`src/hdl/assert_macros.svh`:
```
// Assertion macros shared by the motion mask RTL.
// Define ASSERT_OFF to drop all checks; no other dependencies.
`ifndef ASSERT_MACROS_SVH
`define ASSERT_MACROS_SVH

`ifndef ASSERT_OFF
// Clocked check, masked while reset is held
`define ASSERT_RST(lbl, prop, msg) \
  lbl: assert property (@(posedge clk_i) disable iff (!rst_ni) (prop)) else $error(msg);
// Clocked check that also holds during reset
`define ASSERT_ALWAYS(lbl, prop, msg) \
  lbl: assert property (@(posedge clk_i) (prop)) else $error(msg);
`else
`define ASSERT_RST(lbl, prop, msg)
`define ASSERT_ALWAYS(lbl, prop, msg)
`endif

`endif

```
`src/hdl/tfd_ram.sv`:
```
// Generic simple dual-port RAM: one write port, one registered read port.
// Read during a write to the same address returns the old data. No dependencies.
`default_nettype none

module tfd_ram #(
  parameter  int unsigned DATA_W = 8,
  parameter  int unsigned DEPTH  = 16,
  localparam int unsigned ADDR_W = (DEPTH > 1) ? $clog2(DEPTH) : 1
) (
  input  wire logic              clk_i,
  input  wire logic              we_i,
  input  wire logic [ADDR_W-1:0] waddr_i,
  input  wire logic [DATA_W-1:0] wdata_i,
  input  wire logic              re_i,
  input  wire logic [ADDR_W-1:0] raddr_i,
  output      logic [DATA_W-1:0] rdata_o
);

  logic [DATA_W-1:0] mem [DEPTH];

  // write port
  always_ff @(posedge clk_i) begin
    if (we_i) begin
      mem[waddr_i] <= wdata_i;
    end
  end

  // registered read port
  always_ff @(posedge clk_i) begin
    if (re_i) begin
      rdata_o <= mem[raddr_i];
    end
  end

endmodule

`default_nettype wire

```
`config.mk`:
```
export PLATFORM = sky130hd
export DESIGN_NAME = tfd_ram
export DESIGN_NICKNAME = d
export VERILOG_FILES = /design/src/hdl/assert_macros.svh /design/src/hdl/tfd_ram.sv
export SDC_FILE = /design/constraint.sdc
export NUM_CORES = 1
export LEC_CHECK = 0
export BUFFER_PORTS_ARGS = -buffer_cell sky130_fd_sc_hd__buf_2
export CORE_MARGIN = 4
export CORE_UTILIZATION = 60
export DETAILED_ROUTE_END_ITERATION = 7
export GPL_TIMING_DRIVEN = 0
export PLACE_DENSITY_LB_ADDON = 0.3
export RECOVER_POWER = 50
export SYNTH_ARGS = -nofsm -noshare
export SYNTH_HDL_FRONTEND = slang
export SYNTH_SLANG_ARGS = --single-unit
```
`constraint.sdc`:
```
create_clock -name clk_i -period 1.9 [get_ports clk_i]
set_input_delay 0.095 -clock clk_i [delete_from_list [all_inputs] [get_ports clk_i]]
set_output_delay 0.095 -clock clk_i [all_outputs]
set_load 0.05 [all_outputs]
```
Word-level counts from Yosys, hierarchy flattened
Memory sizes are Yosys's and may differ from the RTL's. A register that Yosys moved wholly into a read port is not among the register bits.
Index checks and enable logic that the tools add are counted.

word-level totals
  memories = 1
  register bits after elaboration = 0
  bits of input ports = 19
  bits in writable memories = 128
  word-level logic and storage cells = 3

cells by class
  muxes and demuxes = 2

memories
  memory  depth  bits a word  rd ports  clocked after Yosys merged registers in  write ports  RTL line       RTL
  mem     16     8            1         1                                        1            tfd_ram.sv:19  logic [DATA_W-1:0] mem [DEPTH];

operators with widths
  cell              number
  2-to-1 mux 1 bit  2

Depth between registers and ports, before layout
  depth in word-level cells = 2
  mapped depth = 5

Worst setup path after synthesis
OpenSTA, ideal clock, no wires.

  path type = input -> register
  start = in waddr_i[2]
  end = mem mem[0][0] (enable)
  library setup time = 0.383 ns
  setup slack = 0.312 ns
  stages = 2
  data arrival time = 1.205 ns
  buffers on the path = 0
  required time = 1.517 ns
  cells stage by stage = or3b_2 -> nor3_1

RTL lines
  element             RTL line       RTL
  start: declaration  tfd_ram.sv:12  input wire logic [ADDR_W-1:0] waddr_i,
  end: declaration    tfd_ram.sv:19

No word-level cell before the write port.

==> results.sh <==
export IMPL_vias=2573
export IMPL_synth_avg_cell_area_sq_um=22.8
export IMPL_die_area_sq_um=10300
export IMPL_cts_max_path_buffers=2
export IMPL_io_pins=27
export IMPL_syn2layout_area_growth_pct=18.9
export IMPL_num_antenna_cells=0
export IMPL_fmax_mhz=596
export IMPL_relSlewSlack_pct=12.1
export IMPL_synth_top_cell_by_area="edfxtp_1"
export IMPL_yosys_warnings=0
export IMPL_seq_area_frac_synth_pct=78.1
export IMPL_fin_util_pct=74.5
export IMPL_gp_congestion=0.706
export IMPL_arrival_ps=1920
export IMPL_n_fill_cell=475
export IMPL_grt_pass1_wl_um=15800
export IMPL_initial_core_util_pct=62.7
export IMPL_grt_max_degree=17
export IMPL_cp_slowest_cell="mux4_1"
export IMPL_cts_max_level=4
export IMPL_grt_antenna_before_repair=0
export IMPL_cts_resized=0
export IMPL_first_iter_violations=270
export IMPL_die_w_um=101
export IMPL_cts_tree="yes"
export IMPL_worstPathMaxFanout=1
export IMPL_synth_area_sq_um=5230
export IMPL_clock_sinks=136
export IMPL_drc=0
export IMPL_fp_dieH_um=101
export IMPL_holdCritPathClass="primary input to flip-flop"
export IMPL_clock_power_share_pct=48.5
export IMPL_vias_per_cell=6.42
export IMPL_synth_most_common_cell="edfxtp_1"
export IMPL_maxCapViolations=0
export IMPL_drtAntennaViolNets=0
export IMPL_synth_commonest_cells="edfxtp_1 (136), mux4_2 (18), a22oi_1 (16)"
export IMPL_timing_setup_tns_ps=0
export IMPL_status="finished, final reports clean"
export IMPL_combPwrFrac_pct=5.2
export IMPL_setup_viol=0
export IMPL_path_clk_slew_ps=60
export IMPL_pwr_density_cell_nw_per_um2=1180
export IMPL_max_stage_delay_ps=560
export IMPL_finalWorstPathRequiredPeriod_ps=1680
export IMPL_fin_nets=302
export IMPL_fin_worst_skew_ps=6.06
export IMPL_synth_area_leaders="edfxtp_1 (78%), mux4_2 (7.8%), mux4_1 (7.0%)"
export IMPL_worstPathCellList="mux4_1 -> a22oi_1 -> nand2_1"
export IMPL_p_int_mw=5.91
export IMPL_worstMarginPinSlew_ps=1310
export IMPL_yosysUniqueCellTypes=18
export IMPL_overflow=0
export IMPL_core_sq_um=8340
export IMPL_synth_seq_cells=136
export IMPL_grt_usage_pct=22.4
export IMPL_io_buffers=25
export IMPL_switchingPower_mw=1.43
export IMPL_peakVddDrop_mv=0.678
export IMPL_swShare_pct=19.4
export IMPL_wl_per_cell_um=26.2
export IMPL_final_hold_viol_count=0
export IMPL_synthArstFlopShare_pct=0
export IMPL_rows=33
export IMPL_routed_wl_um=10500
export IMPL_end_kind="flip-flop"
export IMPL_layout_drive_gt1_share_pct=24.7
export IMPL_rsz0062_at_grt="false"
export IMPL_hpwl_um=6100
export IMPL_netlist_instances=229
export IMPL_period_share_pct=88.3
export IMPL_cts_root_buf="clkbuf_8"
export IMPL_yosys_area_top_type_share_pct=78.1
export IMPL_insertion_delay_ps=510
export IMPL_slew_viol_final=0
export IMPL_ys_flop_type="edfxtp_1"
export IMPL_cts_buffers=17
export IMPL_grt_pass1_vias=2604
export IMPL_seqPwrFrac_pct=46.3
export IMPL_worstSetupPathType="flip-flop to flip-flop"
export IMPL_dr_pass1_iters=5
export IMPL_startpoint_type="flip-flop"
export IMPL_cts_setup_buffers=0
export IMPL_synth_fp_nets=248
export IMPL_synth_edf_count=136
export IMPL_power_leakage_nw=2.08
export IMPL_required_ps=2140
-- power groups by stage --
stage | sequential, mW | combinational (mW) | clock [mW]
finish | 3.40 | 0.380 | 3.56
detailed placement | 3.46 | 0.363 | 0
global placement | 3.45 | 0.351 | 0
global route | 3.40 | 0.401 | 3.76
floorplan | 3.51 | 0.171 | 0
CTS | 3.40 | 0.384 | 3.58
-- logic make-up after synthesis --
group | Yosys count | share of synthesized area (%)
and+or+nand+nor | 35 | 3.14
muxes | 32 | 14.8
buffers and inverters | 10 | 1.65
DFF | 136 | 78.1
AOI/OAI and AO/OA | 16 | 2.30
-- layer usage --
metal	vias up	track usage, %	share of wire, %
met1	1319	31.4	40
met2	147	34.5	49
li1	1088	-	-
met5	-	0	0
met3	19	6.75	8.2
met4	0	7.16	2.4
-- final timing paths --
path / start / to / slack [ps] / cells past startpoint
setup / recovery: mem[2][0] / rdata_o[0] / 220 / 3
hold / removal: waddr_i[0] / mem[8][7] / 60 / 2
setup reg to reg: mem[2][0] / rdata_o[0] / 220 / 3
hold reg to reg: mem[9][4] / rdata_o[4] / 790 / 3
-- cells in the final DEF (no fill, tap or decap), types with 2 or more instances in the layout --
cell type	n
nand3b_1	2
clkdlybuf4s25_2	3
bufinv_16	6
buf_6	3
edfxtp_1	136
clkbuf_1	13
clkinvlp_4	2
mux4_2	18
buf_2	17
clkinv_2	2
nand2b_1	2
nor3_1	4
buf_4	2
mux4_1	14
nand2_1	9
clkbuf_16	16
dlygate4sd3_1	9
a22oi_1	16
nor2_1	13
clkinv_4	2
-- state kept, by name, indices dropped and copies added (netlist names) --
signal and count:
mem 128, rdata_o 8
-- per-stage QoR --
step | area [sq um] | power [mW] | hold WS, ps | std cells | setup slack (ps)
floorplan | 5230 | 3.68 | 194 | 229 | 312
finish | 6220 | 7.34 | 60.2 | 401 | 222
global placement | 5480 | 3.80 | 433 | 359 | -231
global route | 6220 | 7.56 | 58.4 | 401 | 204
CTS | 6220 | 7.37 | 156 | 400 | 219
detailed placement | 5480 | 3.82 | 455 | 359 | -264
-- layout make-up --
| cell class | count | area [sq um] | area share [%] |
|---|---|---|---|
| plain buffers | 10 | 86.3 | 1.39 |
| clock buffers | 19 | 422 | 6.78 |
| clock inverters | 13 | 226 | 3.64 |
| multi-input cells | 83 | 1060 | 17.0 |
| flip-flops and latches | 136 | 4080 | 65.7 |
| well taps | 105 | 131 | 2.11 |
| repair buffers | 35 | 209 | 3.36 |
-- worst max-delay path, delay by kind of cell, from the launching register on --
kind / cells / cell delay (ps)
AND/OR/NAND/NOR: 1 / 140
multiplexers: 1 / 560
flip-flops: 1 / 410
AO/OA/AOI/OAI: 1 / 300
-- what timing repair did --
| action | CTS | global route |
|---|---|---|
| hold buffers | 9 | 0 |
| setup endpoints to repair | 0 | 0 |
| hold endpoints to repair | 127 | 0 |
(Power assumes the default switching activity.)
