`config.mk`:
```
export PLATFORM = sky130hd
export DESIGN_NAME = tfd_diff_gray
export DESIGN_NICKNAME = d
export VERILOG_FILES = /design/src/hdl/assert_macros.svh /design/src/hdl/tfd_pkg.sv /design/src/hdl/tfd_diff_gray.sv
export SDC_FILE = /design/constraint.sdc
export NUM_CORES = 1
export LEC_CHECK = 0
export ABC_CLOCK_PERIOD_IN_PS = 4600
export BUFFER_PORTS_ARGS = -buffer_cell sky130_fd_sc_hd__buf_2
export CAP_MARGIN = 20
export CORE_ASPECT_RATIO = 1.5
export CORE_MARGIN = 2
export CORE_UTILIZATION = 60
export DETAILED_ROUTE_END_ITERATION = 12
export PLACE_DENSITY_LB_ADDON = 0.15
export SYNTH_ARGS = -nofsm -noshare
export SYNTH_HDL_FRONTEND = slang
export SYNTH_SLANG_ARGS = --single-unit
export TNS_END_PERCENT = 20
```
`constraint.sdc`:
```
create_clock -name clk_i -period 4.6 [get_ports clk_i]
set_clock_uncertainty 0.05 [all_clocks]
set_input_delay 1.38 -clock clk_i [delete_from_list [all_inputs] [get_ports clk_i]]
set_output_delay 1.38 -clock clk_i [all_outputs]
set_load 0.1 [all_outputs]
```
`src/hdl/assert_macros.svh`:
```
// Assertion macros shared by the motion mask RTL.
// Define ASSERT_OFF to drop all checks; no other dependencies.
`ifndef ASSERT_MACROS_SVH
`define ASSERT_MACROS_SVH

`ifndef ASSERT_OFF
// Clocked check, masked while reset is held
`define ASSERT_RST(lbl, prop, msg) \
  lbl: assert property (@(posedge clk_i) disable iff (!rst_ni) (prop)) else $error(msg);
// Clocked check that also holds during reset
`define ASSERT_ALWAYS(lbl, prop, msg) \
  lbl: assert property (@(posedge clk_i) (prop)) else $error(msg);
`else
`define ASSERT_RST(lbl, prop, msg)
`define ASSERT_ALWAYS(lbl, prop, msg)
`endif

`endif

```
`src/hdl/tfd_pkg.sv`:
```
// Shared types and constants for the three-frame-difference motion mask.
// No dependencies.
`default_nettype none

package tfd_pkg;

  // Frame geometry limits and store size
  localparam int unsigned MAX_WIDTH   = 640;
  localparam int unsigned MAX_HEIGHT  = 480;
  localparam int unsigned STORE_DEPTH = MAX_WIDTH * MAX_HEIGHT;
  localparam int unsigned POS_W       = $clog2(STORE_DEPTH);

  // Configuration register widths and reset values
  localparam int unsigned CFG_W_W    = 10;
  localparam int unsigned CFG_H_W    = 9;
  localparam int unsigned CFG_T_W    = 8;
  localparam int unsigned CFG_DATA_W = 10;
  localparam int unsigned CFG_IDX_W  = 2;
  localparam int unsigned SIZE_W     = CFG_W_W + CFG_H_W;

  localparam logic [CFG_W_W-1:0] WIDTH_RST  = CFG_W_W'(640);
  localparam logic [CFG_H_W-1:0] HEIGHT_RST = CFG_H_W'(480);
  localparam logic [CFG_T_W-1:0] THRESH_RST = CFG_T_W'(30);

  typedef enum logic [CFG_IDX_W-1:0] {
    CFG_FRAME_WIDTH    = 2'd0,
    CFG_FRAME_HEIGHT   = 2'd1,
    CFG_DIFF_THRESHOLD = 2'd2
  } cfg_idx_e;

  // Gray conversion: (B*1868 + G*9617 + R*4899 + 8192) >> 14
  localparam int unsigned GRAY_B_COEF = 1868;
  localparam int unsigned GRAY_G_COEF = 9617;
  localparam int unsigned GRAY_R_COEF = 4899;
  localparam int unsigned GRAY_SHIFT  = 14;
  localparam int unsigned GRAY_ROUND  = 8192;
  localparam int unsigned CH_W        = 8;
  localparam int unsigned PROD_W      = 22;

  // One BGR pixel, blue in the low byte
  typedef struct packed {
    logic [CH_W-1:0] red;
    logic [CH_W-1:0] green;
    logic [CH_W-1:0] blue;
  } pix_t;

  localparam int unsigned PIX_W = $bits(pix_t);

  // One store entry: previous frame low, frame before that high
  typedef struct packed {
    pix_t older;
    pix_t prev;
  } store_word_t;

  localparam int unsigned WORD_W = $bits(store_word_t);

  // Sideband that rides along the pipeline with each pixel
  typedef struct packed {
    logic valid;
    logic mval;
    logic last;
  } side_t;

endpackage

`default_nettype wire

```
`src/hdl/tfd_diff_gray.sv`:
```
// Three-stage datapath: per-channel absolute difference, weighted products,
// rounded gray sum. Depends on tfd_pkg.
`default_nettype none

module tfd_diff_gray
  import tfd_pkg::*;
(
  input  wire logic            clk_i,
  input  wire logic            en_i,
  input  wire pix_t            cur_i,
  input  wire pix_t            old_i,
  output      logic [CH_W-1:0] gray_o
);

  pix_t              diff_d, diff_q;
  logic [PROD_W-1:0] pb_d, pg_d, pr_d;
  logic [PROD_W-1:0] pb_q, pg_q, pr_q;
  logic [PROD_W-1:0] sum;
  logic [CH_W-1:0]   gray_d, gray_q;

  // stage 1: absolute differences
  always_comb begin
    diff_d.blue  = (cur_i.blue  > old_i.blue)  ? cur_i.blue  - old_i.blue
                                               : old_i.blue  - cur_i.blue;
    diff_d.green = (cur_i.green > old_i.green) ? cur_i.green - old_i.green
                                               : old_i.green - cur_i.green;
    diff_d.red   = (cur_i.red   > old_i.red)   ? cur_i.red   - old_i.red
                                               : old_i.red   - cur_i.red;
  end

  // stage 2: constant-coefficient products
  assign pb_d = PROD_W'(diff_q.blue)  * PROD_W'(GRAY_B_COEF);
  assign pg_d = PROD_W'(diff_q.green) * PROD_W'(GRAY_G_COEF);
  assign pr_d = PROD_W'(diff_q.red)   * PROD_W'(GRAY_R_COEF);

  // stage 3: sum, round, drop fraction (coefficients add to 1.0, so 8 bits hold it)
  assign sum    = pb_q + pg_q + pr_q + PROD_W'(GRAY_ROUND);
  assign gray_d = sum[GRAY_SHIFT +: CH_W];

  always_ff @(posedge clk_i) begin
    if (en_i) begin
      diff_q <= diff_d;
      pb_q   <= pb_d;
      pg_q   <= pg_d;
      pr_q   <= pr_d;
      gray_q <= gray_d;
    end
  end

  assign gray_o = gray_q;

endmodule

`default_nettype wire
```
### Yosys cells after proc, flatten, opt, wreduce, memory -nomap -nowiden

Cells that the tools add are included.

| storage, ports and cells | value |
|---|---|
| register bits | 92 |
| input port bits | 50 |
| output and inout bits | 8 |
| logic and storage cells | 25 |

| cells by class | value |
|---|---|
| add/sub/neg operators | 9 |
| multipliers | 3 |
| order comparisons | 3 |
| muxes and demuxes | 3 |

Operators by type and width:

| kind | count |
|---|---|
| subtractor 8 bit | 6 |
| > comparator 8 bit | 3 |
| 2-to-1 mux 8 bit | 3 |
| adder 19 x 22 -> 22 bit | 1 |
| adder 22 x 14 -> 22 bit, second input constant | 1 |
| adder 22 x 21 -> 22 bit | 1 |
| multiplier 8 x 14 -> 22 bit, second input constant | 1 |
| multiplier 8 x 13 -> 21 bit, second input constant | 1 |
| multiplier 8 x 9 -> 17 bit, second input constant | 1 |

### Depth between registers and ports, before layout

| depth | value |
|---|---|
| depth in word-level cells | 3 |
| mapped depth | 16 |
| depth with buffers taken out | 16 |

### Worst setup path after synthesis

OpenSTA, ideal clock, no wires.

| path | value |
|---|---|
| path type | register to register |
| start point | reg diff_q[2] (netlist bit) |
| end point | reg pb_q[18] (data pin) |
| setup time | 262 ps |
| data arrival time | 3664 ps |
| required time | 4288 ps |
| slack | 624 ps |
| cell stages (with the launch flop) | 16 |
| path buffers | 0 |
| period minus slack after synthesis | 3976 ps |
| cells stage by stage | edfxtp_1 inv_1 fa_1 inv_1 ha_1 fa_1 inv_1 fa_1 inv_1 ha_1 a21o_1 nand2_1 and3_1 o41ai_1 a21oi_1 xor2_1 |

| between the ends | value |
|---|---|
| longest elaborated chain between the ends | 1 |

RTL lines:

| what | line | text |
|---|---|---|
| from (decl) | tfd_diff_gray.sv:15 | `pix_t diff_d, diff_q;` |
| from (signal assigned) | tfd_diff_gray.sv:42 | `diff_q <= diff_d;` |
| multiplier 8 x 9 -> 17 bit | tfd_diff_gray.sv:32 | `assign pb_d = PROD_W'(diff_q.blue) * PROD_W'(GRAY_B_COEF);` |
| net pb_d[18] | tfd_diff_gray.sv:16 | `logic [PROD_W-1:0] pb_d, pg_d, pr_d;` |
| to (signal assigned) | tfd_diff_gray.sv:43 | `pb_q <= pb_d;` |
| to (decl) | tfd_diff_gray.sv:17 | `logic [PROD_W-1:0] pb_q, pg_q, pr_q;` |

The timed path passes the listed nets, and every way through them passes these cells.
A chain may end at the register's enable or synchronous reset.

### Worst setup path after layout

| path | value |
|---|---|
| start point | reg diff_q[6] (netlist bit) |
| end point | reg pb_q[17] (data pin) |

The elaborated chain is that of the path after synthesis.

==> results list <==
* Count of routing violations after the opening detailed-route iteration: just under 200
* Cell taking the most area after synthesis: sky130_fd_sc_hd__ha_1
* Post-route cell area: 11140 um2
- Delay contributed by the slowest stage of the critical path: ~0.54 ns
- For this run, the register share of the synthesized area comes to 0.2689.
* Clock period minus final worst setup slack: about 4.2 ns
- Vias after detailed routing: 6921
* Number of register bits inferred by synthesis: 92
- The hold violation count in the final report was 0.
- Worst min path class: flip-flop to flip-flop
* Final-report setup violation count: 0
- Most instantiated flip-flop cell in the synthesis netlist: sky130_fd_sc_hd__edfxtp_1
- The critical path is of the flip-flop to flip-flop type.
- Kind of start point of the critical path: flip-flop
- Wire length per cell: between 15 and 20 um
* Number of slew-limit violations in the final report: 0
- Entering global routing, the biggest net connects 75 pins.
- For this design the top-level I/O count stands at 58.
* EDFF count, synth: roughly 90
* Number of global-route vias before repair: between 7000 and 8000
- Count of hold buffers inserted by post-cts repair: 0
* GRT Total Usage: 0.2178
- Period Utilization, post-route: 0.9160
- Routability-driven placement finished with a final weighted congestion of 0.8504.
* Clock root buffer: sky130_fd_sc_hd__clkbuf_16
- Effective utilization at floorplan: 0.6128
- Of the post-synthesis cell area, the dominant cell type holds 0.2801.
- In the final layout, the share of cells above drive strength 1 is 0.08519.
* Port Buf Inserts: 57
- Summing all placed instances gives a cell area of between 10000 and 15000 um2.
- Core occupancy in the finished layout: 0.6648
- After detailed routing, the number of vias per cell comes to 5.568.
* Layout area overhead: 8.489%
* Post-synth net total: 1309
* Initial antenna violation count: 0
* Unrepaired setup endpoints after global routing: no
* Endpoint arrival time on the critical path: 4.23 ns
- TritonCTS clock tree: yes
- Die Span Y: 164.3 um
- The clock passes through at most 2 buffers.
- Diode count: 0
- In the synthesized netlist, the cells that appear most often are 230 x sky130_fd_sc_hd__ha_1, 181 x sky130_fd_sc_hd__inv_1, 92 x sky130_fd_sc_hd__edfxtp_1.
* Insertion delay of the later-clocked pin in the worst-skew pair: 0.34 ns
- Max-cap violations: 0
* Synth top area cells: sky130_fd_sc_hd__ha_1 28%, sky130_fd_sc_hd__edfxtp_1 27%, sky130_fd_sc_hd__fa_1 13%
- Each instance of the synthesized netlist takes up on average 10.68 um2.
* Total die area: between 15000 and 20000 um2
- Post-cts gate resize count: 0
- Detailed placement finished with a half-perimeter wire length of between 15000 and 20000 um.
- Measured against its own limit, the worst slew margin works out to 0.3556.
- Number of detailed-route iterations in the first pass: 5
- The number of setup buffers added after CTS is 0.
- Number of library cell types mapped by synthesis: 63
- For the pin with the worst max-slew slack, the measured transition is a little under 1 ns.
* Number of instances in the synthesized netlist: approximately 960
- Required @ worst endpoint: approximately 4.6 ns
- Outcome: completed
- Post-synth ARST share: 0
- CTS saw 92 sinks.
- STA classifies the critical path endpoint as a flip-flop.
- Wire length of the first global-routing pass: between 30000 and 40000 um
* Timing-limited maximum frequency: 0.2373 GHz
- The initialized floorplan defines 58 standard-cell rows.
- Layout net count: about 1400
- The signal on the critical path passes through ha_1 > ha_1 > inv_1 > fa_1 > inv_1 > fa_1 > ha_1 > and3b_1 > o21a_1 > o21ai_1 > a21oi_1 > o41ai_1 > o211ai_1.
- Of all nets on the critical path, the largest fanout is 6.
- Adding up every negative setup slack in the final design gives 0 ns.
* Minimum setup slack among reg-to-reg paths: 0.39 ns
* Number of warning messages in the yosys log: 0
* Slowest cell on the critical path: sky130_fd_sc_hd__o41ai_1
- Overall overflow remaining after global route: 0
- Clock buffer count from CTS: 9
- After detailed routing, the number of remaining DRC violations is 0.
* DRT antenna net count: 0
- Most Frequent Cell on Critical Path: sky130_fd_sc_hd__ha_1
* Clock-pin slew on the worst setup and hold paths: 0.06 ns
- Among all cell types in the netlist, the one instantiated most often is sky130_fd_sc_hd__ha_1.
- Total wire length after detailed routing: roughly 19000 um
- Area of the mapped netlist: between 10000 and 15000 um2
* CORE AREA: 16760 um2
* H-tree lvl count: 3
* Die width: approximately 110 um
area by class of cell:
cell class              count  area (um2)
clock buffers               9       225.2
clock inverters             7       96.34
fillers                  1362        5619
inverters                 181       679.4
multi-input cells         684        6808
flip-flops and latches     92        2763
well taps                 210       262.8
repair buffers             60       310.3
state kept, by name, summed over array words and instances, names as in the netlist:
name / cells
diff_q: 24
pg_q: 22
pr_q: 21
gray_o: 8
pb_q: 17
worst max-delay path: cells and delay by family (launching register included):
| kind | cells | cell delay [ns] |
|---|---|---|
| flip-flops | 1 | 0.52 |
| AO/OA/AOI/OAI | 5 | 1.15 |
| AND/OR/NAND/NOR | 1 | 0.18 |
| buffers and inverters | 2 | 0.10 |
| adder cells (fa/ha/maj) | 5 | 1.93 |
cells in the final DEF (no fill, tap or decap), types with 4 or more instances in the layout:
cell,synthesis,layout
sky130_fd_sc_hd__edfxtp_1,92,92
sky130_fd_sc_hd__nand2b_1,11,11
sky130_fd_sc_hd__o21ai_1,20,20
sky130_fd_sc_hd__mux2i_1,14,14
sky130_fd_sc_hd__nand3b_1,4,4
sky130_fd_sc_hd__nor2b_1,15,15
sky130_fd_sc_hd__o21ai_0,19,19
sky130_fd_sc_hd__nor3_1,15,15
sky130_fd_sc_hd__xnor2_1,35,35
sky130_fd_sc_hd__o21bai_1,8,8
sky130_fd_sc_hd__nand3_1,7,7
sky130_fd_sc_hd__and2_1,4,4
sky130_fd_sc_hd__fa_1,67,67
sky130_fd_sc_hd__xor2_1,28,28
sky130_fd_sc_hd__o21a_1,8,8
sky130_fd_sc_hd__clkbuf_16,0,9
sky130_fd_sc_hd__ha_1,230,230
sky130_fd_sc_hd__a31oi_1,9,9
sky130_fd_sc_hd__buf_2,3,56
sky130_fd_sc_hd__inv_1,181,181
sky130_fd_sc_hd__nor2_1,22,22
sky130_fd_sc_hd__a211oi_1,5,5
sky130_fd_sc_hd__buf_4,0,4
sky130_fd_sc_hd__nand4_1,8,8
sky130_fd_sc_hd__and3_1,7,7
sky130_fd_sc_hd__a21o_1,20,20
sky130_fd_sc_hd__nand2_1,23,23
sky130_fd_sc_hd__a21oi_1,51,51
sky130_fd_sc_hd__o211ai_1,6,6
metrics by stage:
step | hold WS [ns] | cells | worst slack, ns
3_5_place_dp | 0.5152 | 1227 | 0.3879
3_3_place_gp | 0.5099 | 1227 | 0.4662
6_report | 0.5193 | 1243 | 0.3864
4_1_cts | 0.5309 | 1243 | 0.3664
2_1_floorplan | 0.4365 | 962 | 0.6241
5_1_grt | 0.5565 | 1243 | 0.1158
path summary, 6_finish.rpt:
path	startpoint	endpoint	cells after the start
min	diff_q[0]$_DFFE_PP_	pb_q[2]$_DFFE_PP_	0
max	diff_q[6]$_DFFE_PP_	pb_q[17]$_DFFE_PP_	13
min reg2reg	diff_q[0]$_DFFE_PP_	pb_q[2]$_DFFE_PP_	0
max reg2reg	diff_q[6]$_DFFE_PP_	pb_q[17]$_DFFE_PP_	13
cells by family after synthesis:
| group | share of synthesized area |
|---|---|
| mux | 0.01510 |
| fa+ha+maj | 0.4107 |
| buf+inv | 0.06833 |
| xor+xnor | 0.05372 |
| flops | 0.2689 |
| simple gates | 0.07101 |
| compound gates | 0.1122 |
routing by layer:
metal | vias to the layer above | part of all wire | wire [um] | track usage
met5 | - | 0 | 0 | 0
met4 | 0 | 0.033 | 614 | 0.08580
met3 | 39 | 0.028 | 528 | 0.02362
met2 | 128 | 0.54 | 10120 | 0.4269
met1 | 3276 | 0.40 | 7469 | 0.2388
li1 | 3478 | - | - | -
Power is not shown: default switching activity piles up to over one toggle a cycle in this logic, so the estimate is an artifact.
